File: config.mk
export PLATFORM = sky130hd
export DESIGN_NAME = playfair_digraph_decrypt_top
export DESIGN_NICKNAME = d
export VERILOG_FILES = /design/src/pfd_pkg.sv /design/src/pfd_ram.sv /design/src/pfd_ctrl.sv /design/src/pfd_dp.sv /design/src/playfair_digraph_decrypt_top.sv
export SDC_FILE = /design/constraint.sdc
export NUM_CORES = 1
export LEC_CHECK = 0
export BUFFER_PORTS_ARGS = -buffer_cell sky130_fd_sc_hd__clkbuf_2
export CORE_MARGIN = 4
export CORE_UTILIZATION = 40
export DETAILED_ROUTE_END_ITERATION = 7
export GPL_ROUTABILITY_DRIVEN = 0
export PLACE_DENSITY = 0.66
export SLEW_MARGIN = 20
export SYNTH_ARGS = -nofsm -noshare
export SYNTH_HDL_FRONTEND = slang
export SYNTH_HIERARCHICAL = 1
export SYNTH_SLANG_ARGS = --single-unit
File: constraint.sdc
create_clock -name clk -period 8.4 [get_ports clk]
set_input_delay 2.52 -clock clk [delete_from_list [all_inputs] [get_ports clk]]
set_output_delay 2.52 -clock clk [all_outputs]
set_load 0.05 [all_outputs]
File: src/pfd_pkg.sv
`default_nettype none

package pfd_pkg;

    localparam int SIDE    = 5;
    localparam int CELLS   = 25;
    localparam int LETTERS = 26;

    localparam logic [1:0] MODE_KEY    = 2'd0;
    localparam logic [1:0] MODE_FINISH = 2'd1;
    localparam logic [1:0] MODE_DECRYPT = 2'd2;

    localparam logic [4:0] CODE_I    = 5'd8;
    localparam logic [4:0] CODE_J    = 5'd9;
    localparam logic [4:0] CODE_LAST = 5'd25;

    localparam logic [7:0] ASCII_A       = 8'h41;
    localparam logic [7:0] ASCII_Z       = 8'h5A;
    localparam logic [7:0] ASCII_LOWER_A = 8'h61;
    localparam logic [7:0] ASCII_LOWER_Z = 8'h7A;
    localparam logic [7:0] CASE_OFFSET   = 8'h20;

    // Cell position kept as a row and a column so that no division by five is needed.
    typedef struct packed {
        logic [2:0] row;
        logic [2:0] col;
    } pos_t;

    typedef struct packed {
        logic accept;
        logic key_add;
        logic dec_start;
        logic fill_start;
        logic fill_step;
        logic sq_read;
        logic load_dec;
        logic load_plain;
    } cmd_t;

    typedef struct packed {
        logic pair_ok;
        logic walk_last;
        logic out_free;
    } stat_t;

endpackage

`default_nettype wire

File: src/pfd_ram.sv
`default_nettype none

module pfd_ram #(
    parameter int WIDTH = 8,
    parameter int DEPTH = 32
) (
    input  wire logic                     clk,
    input  wire logic                     we,
    input  wire logic [$clog2(DEPTH)-1:0] waddr,
    input  wire logic [WIDTH-1:0]         wdata,
    input  wire logic                     re,
    input  wire logic [$clog2(DEPTH)-1:0] raddr_a,
    input  wire logic [$clog2(DEPTH)-1:0] raddr_b,
    output logic      [WIDTH-1:0]         rdata_a,
    output logic      [WIDTH-1:0]         rdata_b
);

    logic [WIDTH-1:0] mem [DEPTH];

    always_ff @(posedge clk)
    begin
        if (we)
        begin
            mem[waddr] <= wdata;
        end
        if (re)
        begin
            rdata_a <= mem[raddr_a];
            rdata_b <= mem[raddr_b];
        end
    end

endmodule

`default_nettype wire

File: src/pfd_ctrl.sv
`default_nettype none

module pfd_ctrl
    import pfd_pkg::*;
(
    input  wire logic       clk,
    input  wire logic       rst_n,
    input  wire logic       s_tvalid,
    output logic            s_tready,
    input  wire logic [1:0] mode,
    input  wire stat_t      stat,
    output cmd_t            cmd
);

    typedef enum logic [4:0] {
        ST_IDLE = 5'b00001,
        ST_FILL = 5'b00010,
        ST_POS  = 5'b00100,
        ST_SQR  = 5'b01000,
        ST_EMIT = 5'b10000
    } state_t;

    state_t state_reg;
    state_t state_next;
    logic   accept;

    assign s_tready = (state_reg == ST_IDLE);
    assign accept   = s_tvalid && s_tready;

    always_comb
    begin
        state_next = state_reg;
        cmd        = '0;
        cmd.accept = accept;
        unique case (state_reg)
            ST_IDLE:
            begin
                if (accept)
                begin
                    unique case (mode)
                        MODE_KEY:
                        begin
                            cmd.key_add = 1'b1;
                            state_next  = ST_EMIT;
                        end
                        MODE_FINISH:
                        begin
                            cmd.fill_start = 1'b1;
                            state_next     = ST_FILL;
                        end
                        MODE_DECRYPT:
                        begin
                            cmd.dec_start = 1'b1;
                            state_next    = stat.pair_ok ? ST_POS : ST_EMIT;
                        end
                        default:
                        begin
                            state_next = ST_EMIT;
                        end
                    endcase
                end
            end
            ST_FILL:
            begin
                cmd.fill_step = 1'b1;
                if (stat.walk_last)
                begin
                    state_next = ST_EMIT;
                end
            end
            ST_POS:
            begin
                cmd.sq_read = 1'b1;
                state_next  = ST_SQR;
            end
            ST_SQR:
            begin
                if (stat.out_free)
                begin
                    cmd.load_dec = 1'b1;
                    state_next   = ST_IDLE;
                end
            end
            ST_EMIT:
            begin
                if (stat.out_free)
                begin
                    cmd.load_plain = 1'b1;
                    state_next     = ST_IDLE;
                end
            end
            default:
            begin
                state_next = ST_IDLE;
            end
        endcase
    end

    always_ff @(posedge clk or negedge rst_n)
    begin
        if (!rst_n)
        begin
            state_reg <= ST_IDLE;
        end
        else
        begin
            state_reg <= state_next;
        end
    end

endmodule

`default_nettype wire

File: src/pfd_dp.sv
`default_nettype none

module pfd_dp
    import pfd_pkg::*;
(
    input  wire logic       clk,
    input  wire logic       rst_n,
    input  wire cmd_t       cmd,
    input  wire logic [7:0] key_char,
    input  wire logic [7:0] first_letter,
    input  wire logic [7:0] second_letter,
    input  wire logic       m_tready,
    output stat_t           stat,
    output logic            m_tvalid,
    output logic [15:0]     m_tdata,
    output logic            m_tuser
);

    logic [25:0] used_reg;
    logic [25:0] used_next;
    logic [4:0]  fill_reg;
    logic [4:0]  fill_next;
    pos_t        fpos_reg;
    pos_t        fpos_next;
    logic        closed_reg;
    logic        closed_next;
    logic [4:0]  walk_reg;
    logic [4:0]  walk_next;
    logic        err_reg;
    logic        m_tvalid_reg;
    logic [15:0] m_tdata_reg;
    logic        m_tuser_reg;

    logic [7:0]  key_upper;
    logic        key_letter;
    logic [7:0]  key_off;
    logic [4:0]  key_code;
    logic [4:0]  place_code;
    logic        place_valid;
    logic        restart;
    logic [25:0] base_used;
    logic [4:0]  base_fill;
    pos_t        base_pos;
    logic        do_place;
    logic        do_update;

    logic [7:0]  a_off;
    logic [7:0]  b_off;
    logic        a_found;
    logic        b_found;

    pos_t        p1;
    pos_t        p2;
    pos_t        o1;
    pos_t        o2;
    logic [4:0]  sq_addr_a;
    logic [4:0]  sq_addr_b;
    logic [4:0]  sq_data_a;
    logic [4:0]  sq_data_b;

    function automatic logic [4:0] cell_index(input pos_t p);
        logic [4:0] r5;
        logic [4:0] c5;
        r5 = {2'b00, p.row};
        c5 = {2'b00, p.col};
        return (r5 << 2) + r5 + c5;
    endfunction

    function automatic logic [2:0] dec_wrap(input logic [2:0] v);
        return (v == 3'd0) ? 3'(SIDE - 1) : v - 3'd1;
    endfunction

    // Key character: fold case, fold J onto I.
    always_comb
    begin
        key_upper = key_char;
        if (key_char >= ASCII_LOWER_A && key_char <= ASCII_LOWER_Z)
        begin
            key_upper = key_char - CASE_OFFSET;
        end
        key_letter = (key_upper >= ASCII_A) && (key_upper <= ASCII_Z);
        key_off    = key_upper - ASCII_A;
        key_code   = (key_off[4:0] == CODE_J) ? CODE_I : key_off[4:0];
    end

    assign restart     = cmd.key_add && closed_reg;
    assign place_code  = cmd.key_add ? key_code : walk_reg;
    assign place_valid = cmd.key_add ? key_letter : (walk_reg != CODE_J);
    assign base_used   = restart ? '0 : used_reg;
    assign base_fill   = restart ? '0 : fill_reg;
    assign base_pos    = restart ? '0 : fpos_reg;
    assign do_update   = cmd.key_add || cmd.fill_step;
    assign do_place    = do_update && place_valid && !base_used[place_code]
                         && (base_fill < 5'(CELLS));

    always_comb
    begin
        used_next   = used_reg;
        fill_next   = fill_reg;
        fpos_next   = fpos_reg;
        closed_next = closed_reg;
        walk_next   = walk_reg;
        if (do_update)
        begin
            used_next = base_used;
            fill_next = base_fill;
            fpos_next = base_pos;
        end
        if (do_place)
        begin
            used_next[place_code] = 1'b1;
            fill_next             = base_fill + 5'd1;
            if (base_pos.col == 3'(SIDE - 1))
            begin
                fpos_next.col = 3'd0;
                fpos_next.row = base_pos.row + 3'd1;
            end
            else
            begin
                fpos_next.col = base_pos.col + 3'd1;
            end
        end
        if (cmd.key_add)
        begin
            closed_next = 1'b0;
        end
        if (cmd.fill_start)
        begin
            walk_next = '0;
        end
        if (cmd.fill_step)
        begin
            walk_next = walk_reg + 5'd1;
            if (walk_reg == CODE_LAST)
            begin
                closed_next = 1'b1;
            end
        end
    end

    // Pair check against the square as it stands when the word is taken.
    assign a_off   = first_letter - ASCII_A;
    assign b_off   = second_letter - ASCII_A;
    assign a_found = (first_letter >= ASCII_A) && (first_letter <= ASCII_Z)
                     && used_reg[a_off[4:0]];
    assign b_found = (second_letter >= ASCII_A) && (second_letter <= ASCII_Z)
                     && used_reg[b_off[4:0]];

    assign stat.pair_ok   = closed_reg && a_found && b_found;
    assign stat.walk_last = (walk_reg == CODE_LAST);
    assign stat.out_free  = !m_tvalid_reg || m_tready;

    pfd_ram #(
        .WIDTH ($bits(pos_t)),
        .DEPTH (LETTERS)
    ) u_pos_ram (
        .clk     (clk),
        .we      (do_place),
        .waddr   (place_code),
        .wdata   (base_pos),
        .re      (cmd.dec_start),
        .raddr_a (a_off[4:0]),
        .raddr_b (b_off[4:0]),
        .rdata_a (p1),
        .rdata_b (p2)
    );

    always_comb
    begin
        if (p1.row == p2.row)
        begin
            o1 = '{row: p1.row, col: dec_wrap(p1.col)};
            o2 = '{row: p2.row, col: dec_wrap(p2.col)};
        end
        else if (p1.col == p2.col)
        begin
            o1 = '{row: dec_wrap(p1.row), col: p1.col};
            o2 = '{row: dec_wrap(p2.row), col: p2.col};
        end
        else
        begin
            o1 = '{row: p1.row, col: p2.col};
            o2 = '{row: p2.row, col: p1.col};
        end
        sq_addr_a = cell_index(o1);
        sq_addr_b = cell_index(o2);
    end

    pfd_ram #(
        .WIDTH (5),
        .DEPTH (CELLS)
    ) u_square_ram (
        .clk     (clk),
        .we      (do_place),
        .waddr   (base_fill),
        .wdata   (place_code),
        .re      (cmd.sq_read),
        .raddr_a (sq_addr_a),
        .raddr_b (sq_addr_b),
        .rdata_a (sq_data_a),
        .rdata_b (sq_data_b)
    );

    always_ff @(posedge clk or negedge rst_n)
    begin
        if (!rst_n)
        begin
            used_reg     <= '0;
            fill_reg     <= '0;
            fpos_reg     <= '0;
            closed_reg   <= 1'b0;
            walk_reg     <= '0;
            err_reg      <= 1'b0;
            m_tvalid_reg <= 1'b0;
        end
        else
        begin
            used_reg   <= used_next;
            fill_reg   <= fill_next;
            fpos_reg   <= fpos_next;
            closed_reg <= closed_next;
            walk_reg   <= walk_next;
            if (cmd.accept)
            begin
                err_reg <= cmd.dec_start && !stat.pair_ok;
            end
            if (cmd.load_dec || cmd.load_plain)
            begin
                m_tvalid_reg <= 1'b1;
            end
            else if (m_tready)
            begin
                m_tvalid_reg <= 1'b0;
            end
        end
    end

    always_ff @(posedge clk)
    begin
        if (cmd.load_dec)
        begin
            m_tdata_reg <= {ASCII_A + {3'b000, sq_data_b}, ASCII_A + {3'b000, sq_data_a}};
            m_tuser_reg <= 1'b0;
        end
        else if (cmd.load_plain)
        begin
            m_tdata_reg <= '0;
            m_tuser_reg <= err_reg;
        end
    end

    assign m_tvalid = m_tvalid_reg;
    assign m_tdata  = m_tdata_reg;
    assign m_tuser  = m_tuser_reg;

endmodule

`default_nettype wire

File: src/playfair_digraph_decrypt_top.sv
// Channel   Direction  Handshake          Contents
// s_*       in         s_tvalid/s_tready  tuser: mode; tdata: key_char, first, second letter
// m_*       out        m_tvalid/m_tready  tuser: status; tdata: plain_first, plain_second
//
// A key word goes through EMIT, a decrypt word through POS and SQR (EMIT when it
// reports an error), and a finish word through FILL, the walk over the 26 letters
// that fills the square. Decrypt reads the letter-position memory, then the square memory.
// Reset clears the square's letter set and fill count; the memories need no clearing.
// A result held in the output register while m_tready is low stalls the next completion.
`default_nettype none

module playfair_digraph_decrypt_top
    import pfd_pkg::*;
(
    input  wire logic        clk,
    input  wire logic        rst_n,
    input  wire logic        s_tvalid,
    output logic             s_tready,
    input  wire logic [23:0] s_tdata,   // key_char, first_letter, second_letter
    input  wire logic [1:0]  s_tuser,   // mode
    output logic             m_tvalid,
    input  wire logic        m_tready,
    output logic      [15:0] m_tdata,   // plain_first, plain_second
    output logic             m_tuser    // status
);

    cmd_t  cmd;
    stat_t stat;

    pfd_ctrl u_ctrl (
        .clk      (clk),
        .rst_n    (rst_n),
        .s_tvalid (s_tvalid),
        .s_tready (s_tready),
        .mode     (s_tuser),
        .stat     (stat),
        .cmd      (cmd)
    );

    pfd_dp u_dp (
        .clk           (clk),
        .rst_n         (rst_n),
        .cmd           (cmd),
        .key_char      (s_tdata[7:0]),
        .first_letter  (s_tdata[15:8]),
        .second_letter (s_tdata[23:16]),
        .m_tready      (m_tready),
        .stat          (stat),
        .m_tvalid      (m_tvalid),
        .m_tdata       (m_tdata),
        .m_tuser       (m_tuser)
    );

endmodule

`default_nettype wire

* After elaboration in Yosys (flattened, before gate mapping)
Memory sizes are Yosys's and may differ from the RTL's. A register that Yosys moved wholly into a read port is not among the register bits. Cells that the tools add are included. Widths: inputs -> output; s select.
Cells by class: add/sub/neg operators 18, equal/unequal tests 16, muxes and demuxes 58, bitwise operators 1, reduce and logical (&&, ||, !) cells 32, $lt $le $gt $ge 13
Operators by type and width (number):
- $mux 26 | 3
- $mux 5 | 11
- $mux 6 | 7
- $ge 8x7->1 const B | 4
- $le 8x7->1 const B | 4
- $mux 16 | 2
- $or 26x26->26 | 1
- $mux 3 | 8
- $add 5x3->5 | 4
- $mux 1 | 20
- $pmux 5 s4 | 1
- $lt 5x6->1 const B | 3
- $add 7x5->8 const A | 2
- $bmux 1 s5 | 3
- $logic_and 1x1->1 | 15
- $sub 5x1->5 const B | 3
- $logic_not 3->1 | 4
- $sub 3x1->3 const B | 4
- $add 5x1->5 const B | 2
- $eq 5x4->1 const B | 2
- $eq 5x5->1 const B | 2
- $pmux 5 s2 | 1
- $mux 8 | 1
- $reduce_bool 2->1 | 4
- 20 further kinds | 27
Storage, ports and cells: memory bits (writable) 281, bits of input ports 30, output and inout port bits 19, register bits 67, memories kept 2
Memory list:
- u_dp.u_pos_ram.mem | depth 26, bits a word 6, rd ports 2, clocked after memory_dff 2, write ports 1, line pfd_ram.sv:18 | logic [WIDTH-1:0] mem [DEPTH];
- u_dp.u_square_ram.mem | depth 25, bits a word 5, rd ports 2, clocked after memory_dff 2, write ports 1, line pfd_ram.sv:18

* Logic depth before layout (Yosys ltp)
Gate-level depths: netlist of the first run.
word-level depth 14, mapped depth 16

* Hierarchy
Netlist of the first run, hierarchy kept.
Modules (own cells, without submodules):
- pfd_ram (u_dp.u_pos_ram) | cells each 448, sequential area each 5044.8 µm², area an instance 7816.2 µm², instances 1
- pfd_ram (u_dp.u_square_ram) | cells each 372, sequential area each 4053.9 µm², area an instance 6323.6 µm², instances 1
- pfd_dp | cells each 471, sequential area each 1536.5 µm², area an instance 4501.8 µm², instances 1
- pfd_ctrl | cells each 47, sequential area each 126.4 µm², area an instance 424.2 µm², instances 1

* Worst setup path after synthesis of the first run
Ideal clock, no wire load.
kind input-to-reg, from in s_tuser[0], to mem u_dp.u_square_ram.mem[48][0] (netlist: u_dp/u_square_ram/mem[24][0]), enable pin, setup time 0.381 ns, arrival 6.748 ns, path buffers 5, stages on the path 14, setup slack 1.271 ns, cells stage by stage inv_1 -> ha_1 -> and2_1 -> clkbuf_1 -> clkbuf_1 -> a21oi_1 -> a2111oi_0 -> nor4_1 -> o2111a_1 -> buf_4 -> buf_4 -> or3b_2 -> clkbuf_1 -> nor4bb_1
RTL lines:
- from (decl) | line playfair_digraph_decrypt_top.sv:20 | input wire logic [1:0] s_tuser,
- to (decl) | line pfd_ram.sv:18

==> metrics.txt, run 1 <==
Power Density=253 mW/mm²; clock slew at reported path FFs=0.06 ns; min cycle time layout=6.37 ns; Final Skew=0.0207 ns; TritonCTS Buffers=39; Hold Path End=u_dp/m_tuser$_SDFFE_PP0P_; total grt overflow=0; via count=12100; fin crit share=75.8%; critical path startpoint=s_tvalid; post-synthesis sequential area ratio=56.4%; synthesis-to-layout area growth=11.5%; Yosys reg bits=367; die area=0.0512 mm²; crit start category=input pin; postcts setup bufs=0; overall power=0.00538 W; DRT Pass-1 Iters=6; vias per cell=6.01; fraction of registers with async set/reset=13.6%; worst-case reg-to-reg path depth=14; Arr. time, crit path=6.63 ns; core area=0.0469 mm²; share of the synthesized area in the top cell type=49.8%; vias in the first global route=12100; hold_ws=0.514 ns; first-pass GRT wire length=73.9 mm; WS Path Type=input pin to flop; row cnt=79; top-count cell post-synth=edfxtp_1; Post-synth top cells=316 x edfxtp_1, 120 x mux4_2, 104 x nand2_1; actual slew at the worst max-slew pin=1.03 ns; max reg flops=156; ANT nets after route=0; Synth Warn #=6; # setup viols final=0; share of layout cells above drive strength 1=22.3%; Crit. End Element=flop; wl on met1=19.6 mm; CP max FO=35; I/O pin total=49; leading area contributor after synthesis=edfxtp_1; Chip Height=226 µm; RSZ-0062 raised after global routing=false; hold_buf cts=0; Post-synth EDFFs=316; R2R setup slack=3.07 ns; Syn Inst Count=1338; reg2reg start=u_dp/u_pos_ram/rdata_b[5]$_DFFE_PP_; met2 WL post-DR=22.3 mm; Critical Path Slowest Stage Cell=or3b_2; Final Hold Vio Count=0; Syn Std Cell Area=0.0191 mm²; synth top area cells=edfxtp_1 50%, mux4_2 14%, dfrtp_1 6.4%; Avg WL per Cell=23.6 µm; Max Cap Violations=0; Layout Nets=1450; Setup TNS=0 ns; Peak Freq=157 MHz; max-slew violation count=0; number of distinct library cells after synthesis=77; Pleak=7.22 nW; Root Driver=clkbuf_16; Mean Syn Cell Area=14.2 µm²; CTS H-tree lvls=2; Resized cells post-CTS=0; number of remaining DRC errors=0; detailed route wirelength on metal3=4.30 mm; GR Util All Layers=18.8%; clk buf depth=3; clock sinks=367; initial antenna violation count=0; Port Buffer Count=46; starting density of the core=40.7%; Slew Limit Headroom=31.0%; worst-path cell chain=clkbuf_2, and3_1, and2_1, buf_4, inv_1, mux2_2, nand2_2, inv_2, buf_4, mux2_2, nand3_1, o2111a_1, buf_4, or3b_2, nor4bb_1, buf_4; highest metal used=met4; pin count of the biggest net entering global routing=51; clock insertion delay at the later pin of the skew report=0.56 ns; critical path's largest stage delay=0.61 ns; antenna cells=0; r2r endpoint=u_dp/u_square_ram/rdata_a[0]$_DFFE_PP_; run status=finished clean; predominant post-synthesis flop cell=edfxtp_1; Min-Delay Startpoint=u_dp/m_tuser$_SDFFE_PP0P_; VDD IR-drop max=0.225 mV; Hold Path Class=flop to flop; die width=226 µm; most frequent CP cell=buf_4; HPWL after DPL=33.4 mm; Iter 0 DRT Violations=1199; Worst Path Required=8.66 ns; final wirelength=47.7 mm; worst hold path depth=2; CTS tree=done
==> cells in the final DEF (no fill, tap or decap), drive strengths merged, types with 18 or more instances in the layout <==
cell type	instances
edfxtp	316
mux4	121
nand2	105
nor2	97
clkbuf	91
mux2i	78
dfrtp	49
o21ai	45
inv	41
ha	37
a22oi	32
buf	31
nand3	31
mux2	30
and2	23
o211ai	21
nor2b	20
xor2	19
clkinv	18
==> critical path, delay by kind of cell <==
family,cells,cell delay (ns)
and+or+nand+nor,6,1.52
muxes,2,0.68
buffers and inverters,7,1.53
AOI/OAI and AO/OA,1,0.37
==> per-stage QoR <==
step	cell area (µm²)	instances	util [%]	setup slack, ns
after floorplan	19100	1339	-	1.27
after global placement	19900	1945	42.5	1.63
after detailed placement	19900	1945	42.5	1.52
after CTS	21300	2017	45.4	2.08
after global routing	21300	2017	45.4	1.79
final	21300	2017	45.4	2.03
==> routing by layer <==
metal | GRT usage [%] | vias up
met5 | 0 | -
met4 | 5.81 | 0
met3 | 3.95 | 96
met2 | 29.5 | 536
met1 | 26.6 | 6170
li1 | - | 5319
==> cells by family after synthesis <==
| logic type | synth area share [%] |
|---|---|
| AND/OR/NAND/NOR | 9.67 |
| flip-flops | 56.4 |
| multiplexers | 20.2 |
| AO/OA/AOI/OAI | 6.52 |
| buffers and inverters | 2.89 |
| adder cells (fa/ha/maj) | 2.85 |
| XOR/XNOR | 1.42 |
| other | 0.0197 |
==> where the power goes <==
group / internal [W] / switching, W / total [W]
logic: 0.000527 / 0.000852 / 0.00138
registers: 0.00216 / 0.0000942 / 0.00225
clock network: 0.00101 / 0.000736 / 0.00175
total: 0.00370 / 0.00168 / 0.00538
==> worst max-delay path by stage <==
stage	endpoint	slack [ns]	cells past startpoint
floorplan	u_dp/u_square_ram/mem[24][0]$_DFFE_PP_	1.27	14
global placement	u_dp/u_square_ram/mem[24][1]$_DFFE_PP_	1.63	16
detailed placement	u_dp/u_square_ram/mem[8][1]$_DFFE_PP_	1.52	15
CTS	u_dp/u_square_ram/mem[8][2]$_DFFE_PP_	2.08	15
global route	u_dp/u_square_ram/mem[8][2]$_DFFE_PP_	1.79	15
finish	u_dp/u_square_ram/mem[24][1]$_DFFE_PP_	2.03	16
==> final cells by class <==
| cell class | count | area [µm²] |
|---|---|---|
| inverter | 38 | 143 |
| clock buffer | 45 | 1060 |
| multi-input combinational | 856 | 7800 |
| fill | 4111 | 25600 |
| tap | 607 | 759 |
| clock inverter | 27 | 267 |
| timing repair buffer | 77 | 463 |
| sequential | 367 | 10800 |
Note: power is estimated with default switching activity, not from simulation.
==> inputs of run 2 (changes only) <==
--- a/config.mk
+++ b/config.mk
@@ -5,12 +5,13 @@
 export SDC_FILE = /design/constraint.sdc
 export NUM_CORES = 1
 export LEC_CHECK = 0
+export ABC_AREA = 1
 export BUFFER_PORTS_ARGS = -buffer_cell sky130_fd_sc_hd__clkbuf_2
 export CORE_MARGIN = 4
 export CORE_UTILIZATION = 40
 export DETAILED_ROUTE_END_ITERATION = 7
 export GPL_ROUTABILITY_DRIVEN = 0
-export PLACE_DENSITY = 0.66
+export PLACE_DENSITY = 0.68
 export SLEW_MARGIN = 20
 export SYNTH_ARGS = -nofsm -noshare
 export SYNTH_HDL_FRONTEND = slang
==> constraint.sdc (replaced) <==
create_clock -name clk -period 5.33 [get_ports clk]
set_input_delay 1.599 -clock clk [delete_from_list [all_inputs] [get_ports clk]]
set_output_delay 1.599 -clock clk [all_outputs]
set_load 0.05 [all_outputs]
==> run 2 against run 1 <==
Via count grew 50%. Sequential power grew 60%. Register-to-register slack lost 2.4 ns. Count of clock-buffer cells in the layout grew 3. Non-clock buffer count grew 11. Flip-flop and latch count is the same. Die area grew 9.2%. Cell area grew 7.7%.
==> metrics.txt, run 2 <==
run status=finished clean (unchanged); pin count of the biggest net entering global routing=87 (was 51); total grt overflow=0 (unchanged); clock sinks=367 (unchanged); final wirelength=59.4 mm (was 47.7 mm); leading area contributor after synthesis=edfxtp_1 (unchanged); Max Cap Violations=0 (unchanged); ANT nets after route=0 (unchanged); min cycle time layout=5.07 ns; Final Hold Vio Count=0 (unchanged); first-pass GRT wire length=93.4 mm (was 73.9 mm); die area=0.0559 mm² (was 0.0512 mm²); Port Buffer Count=46 (unchanged); max-slew violation count=0 (unchanged); top-count cell post-synth=nand2_1 (was edfxtp_1); postcts setup bufs=0 (unchanged); Syn Std Cell Area=0.0209 mm² (was 0.0191 mm²); Root Driver=clkbuf_16 (unchanged); Critical Path Slowest Stage Cell=nand3b_1 (was or3b_2); Hold Path End=u_dp/m_tvalid$_DFFE_PN0P_ (was u_dp/m_tuser$_SDFFE_PP0P_); r2r endpoint=u_dp/u_square_ram/mem[5][0]$_DFFE_PP_ (was u_dp/u_square_ram/rdata_a[0]$_DFFE_PP_); GR Util All Layers=20.6% (was 18.8%); Layout Nets=2650 (was 1450); clock insertion delay at the later pin of the skew report=0.58 ns (was 0.56 ns); Synth Warn #=6 (unchanged); fin crit share=95.2%; share of layout cells above drive strength 1=7.52% (was 22.3%); number of distinct library cells after synthesis=49 (was 77); HPWL after DPL=39.8 mm (was 33.4 mm); fraction of registers with async set/reset=13.6% (unchanged); worst-path cell chain=clkbuf_2, inv_1, ha_1, inv_1, nor2_1, nand2_1, nand2_1, inv_2, a31oi_1, o31ai_1, a21oi_1, nand3_1, nor2_4, nand2_2, inv_2, nand3b_1, nor2_1 (was clkbuf_2, and3_1, and2_1, buf_4, inv_1, mux2_2, nand2_2, inv_2, buf_4, mux2_2, nand3_1, o2111a_1, buf_4, or3b_2, nor4bb_1, buf_4); Crit. End Element=flop (unchanged); Post-synth EDFFs=316 (unchanged); WS Path Type=input pin to flop (unchanged); Final Skew=0.0291 ns (was 0.0207 ns); synthesis-to-layout area growth=9.57% (was 11.5%); Worst Path Required=5.53 ns (was 8.66 ns); number of remaining DRC errors=0 (unchanged); critical path's largest stage delay=0.57 ns (was 0.61 ns); via count=18200 (was 12100); post-synthesis sequential area ratio=51.5% (was 56.4%); vias in the first global route=17200 (was 12100); RSZ-0062 raised after global routing=true (was false); Pleak=10.1 nW (was 7.22 nW); synth top area cells=edfxtp_1 45%, nand2_1 16%, nand3_1 12% (was edfxtp_1 50%, mux4_2 14%, dfrtp_1 6.4%); cell area after layout=0.0229 mm² (was 0.0213 mm²); VDD IR-drop max=0.371 mV (was 0.225 mV); die width=237 µm (was 226 µm); crit start category=input pin (unchanged); Yosys reg bits=367 (unchanged); CP max FO=15 (was 35); worst-case reg-to-reg path depth=18 (was 14); # setup viols final=0 (unchanged); Hold Path Class=flop to flop (unchanged); initial antenna violation count=0 (unchanged); placed cell area=0.0216 mm² (was 0.0199 mm²); clock slew at reported path FFs=0.06 ns (about the same); Iter 0 DRT Violations=2201 (was 1199); Syn Inst Count=2571 (was 1338); starting density of the core=40.6% (was 40.7%); WP buf/inv=5 (was 7); non-filler cells, final=3286 (was 2017); row cnt=83 (was 79); CTS H-tree lvls=2 (unchanged); Placed Instances=3218 (was 1945); Power Density=407 mW/mm² (was 253 mW/mm²); share of the synthesized area in the top cell type=45.4% (was 49.8%); Worst path top cell family by delay=simple AND/OR/NAND/NOR gates (was buffers and inverters); Post-synth top cells=896 x nand2_1, 480 x nand3_1, 316 x edfxtp_1 (was 316 x edfxtp_1, 120 x mux4_2, 104 x nand2_1); DRT Pass-1 Iters=6 (unchanged); worst hold path depth=2 (unchanged); clk buf depth=3 (unchanged); predominant post-synthesis flop cell=edfxtp_1 (unchanged); vias per cell=5.52 (was 6.01); Arr. time, crit path=5.28 ns (was 6.63 ns); Setup TNS=0 ns (unchanged); Slew Limit Headroom=30.4% (was 31.0%); most common cell after layout, fill and taps aside=nand2_1 (was edfxtp_1); most frequent cells in the layout=896 x nand2_1, 480 x nand3_1, 316 x edfxtp_1 (was 316 x edfxtp_1, 120 x mux4_2, 104 x nand2_1); Peak Freq=197 MHz; CTS tree=done (unchanged); antenna cells=0 (unchanged); Mean Syn Cell Area=8.12 µm² (was 14.2 µm²); Chip Height=237 µm (was 226 µm); Avg WL per Cell=18.1 µm (was 23.6 µm); actual slew at the worst max-slew pin=1.04 ns (was 1.03 ns); I/O pin total=49 (unchanged); TritonCTS Buffers=39 (unchanged); R2R setup slack=0.68 ns (was 3.07 ns); hold_ws=0.492 ns (was 0.514 ns); Min-Delay Startpoint=u_dp/m_tvalid$_DFFE_PN0P_ (was u_dp/m_tuser$_SDFFE_PP0P_); max reg flops=156 (unchanged); core area=0.0515 mm² (was 0.0469 mm²); reg2reg start=u_ctrl/state_reg[0]$_DFFE_PN1P_ (was u_dp/u_pos_ram/rdata_b[5]$_DFFE_PP_)
[run 2: worst max path at each step]
stage	from	end	slack, ns	cells past startpoint
after floorplan	s_tuser[0]	u_dp/u_square_ram/mem[24][0]$_DFFE_PP_	0.34	19
after global placement	s_tuser[0]	u_dp/u_pos_ram/mem[19][0]$_DFFE_PP_	-0.13	17
after detailed placement	s_tuser[0]	u_dp/u_pos_ram/mem[19][2]$_DFFE_PP_	-0.26	17
after CTS	s_tuser[0]	u_dp/u_pos_ram/mem[19][0]$_DFFE_PP_	0.36	17
after global routing	s_tuser[0]	u_dp/u_pos_ram/mem[19][2]$_DFFE_PP_	-0.03	17
final	s_tuser[0]	u_dp/u_square_ram/mem[5][0]$_DFFE_PP_	0.26	17
[run 2: cell type report]
cell class | instances | area (µm²)
tap | 680 | 851
timing repair buffer | 88 | 558
clock buffer | 48 | 1020
clock inverter | 20 | 267
multi-input combinational | 1785 | 8310
fill | 4935 | 28600
inverter | 298 | 1120
sequential | 367 | 10800
[run 2: what timing repair did]
| action | 4_1_cts | 5_1_grt |
|---|---|---|
| hold buffers | 0 | 0 |
| endpoints found under the setup margin | 0 | 35 |
| resized for setup | 0 | 2 |
[run 2: layer usage]
metal / wire length (µm) / global-route usage (%)
met1: 24300 / 28.1
met5: 0 / 0
met4: 1990 / 7.43
met2: 27500 / 33.7
met3: 5620 / 3.05
[run 2: worst register-to-register path, stage by stage, from the launching register on]
cell and delay (ns):
dfstp_2 0.54, inv_1 0.06, nor2_2 0.11, nand2_2 0.08, nor2_4 0.12, nand2_2 0.11
nor2_1 0.46, nand2_1 0.39, nand2_1 0.22, inv_2 0.09, a31oi_1 0.17, o31ai_1 0.09
a21oi_1 0.14, nand3_1 0.13, nor2_4 0.17, nand2_2 0.07, inv_2 0.22, nand3b_1 0.58
nor2_1 0.57
[run 2: cell families (layout without fill, tap and decap cells)]
kind of cell | Yosys count | in the layout | synth area share, %
muxes | 1 | 1 | 0.0479
DFF | 367 | 367 | 51.5
xor gates and xnor gates | 20 | 20 | 0.839
AOI/OAI and AO/OA | 181 | 181 | 4.95
other | 1 | 2 | 0.0180
buffers and inverters | 420 | 454 | 8.82
and+or+nand+nor | 1540 | 1540 | 31.2
adders and majority gates | 41 | 41 | 2.60
[run 2: per-stage QoR]
step	setup slack, ns	total power (W)	utilization, %
2_1_floorplan	0.336	0.00564	-
4_1_cts	0.357	0.00931	44.4
3_5_place_dp	-0.258	0.00656	41.9
3_3_place_gp	-0.135	0.00652	41.9
6_report	0.258	0.00931	44.4
5_1_grt	-0.0348	0.00976	44.4
[run 2: report_power, final]
part | switching (W) | leakage, nW | total (W) | internal [W]
registers | 0.000104 | 3.46 | 0.00360 | 0.00350
logic | 0.00220 | 6.03 | 0.00297 | 0.000772
clock network | 0.00113 | 0.623 | 0.00274 | 0.00161
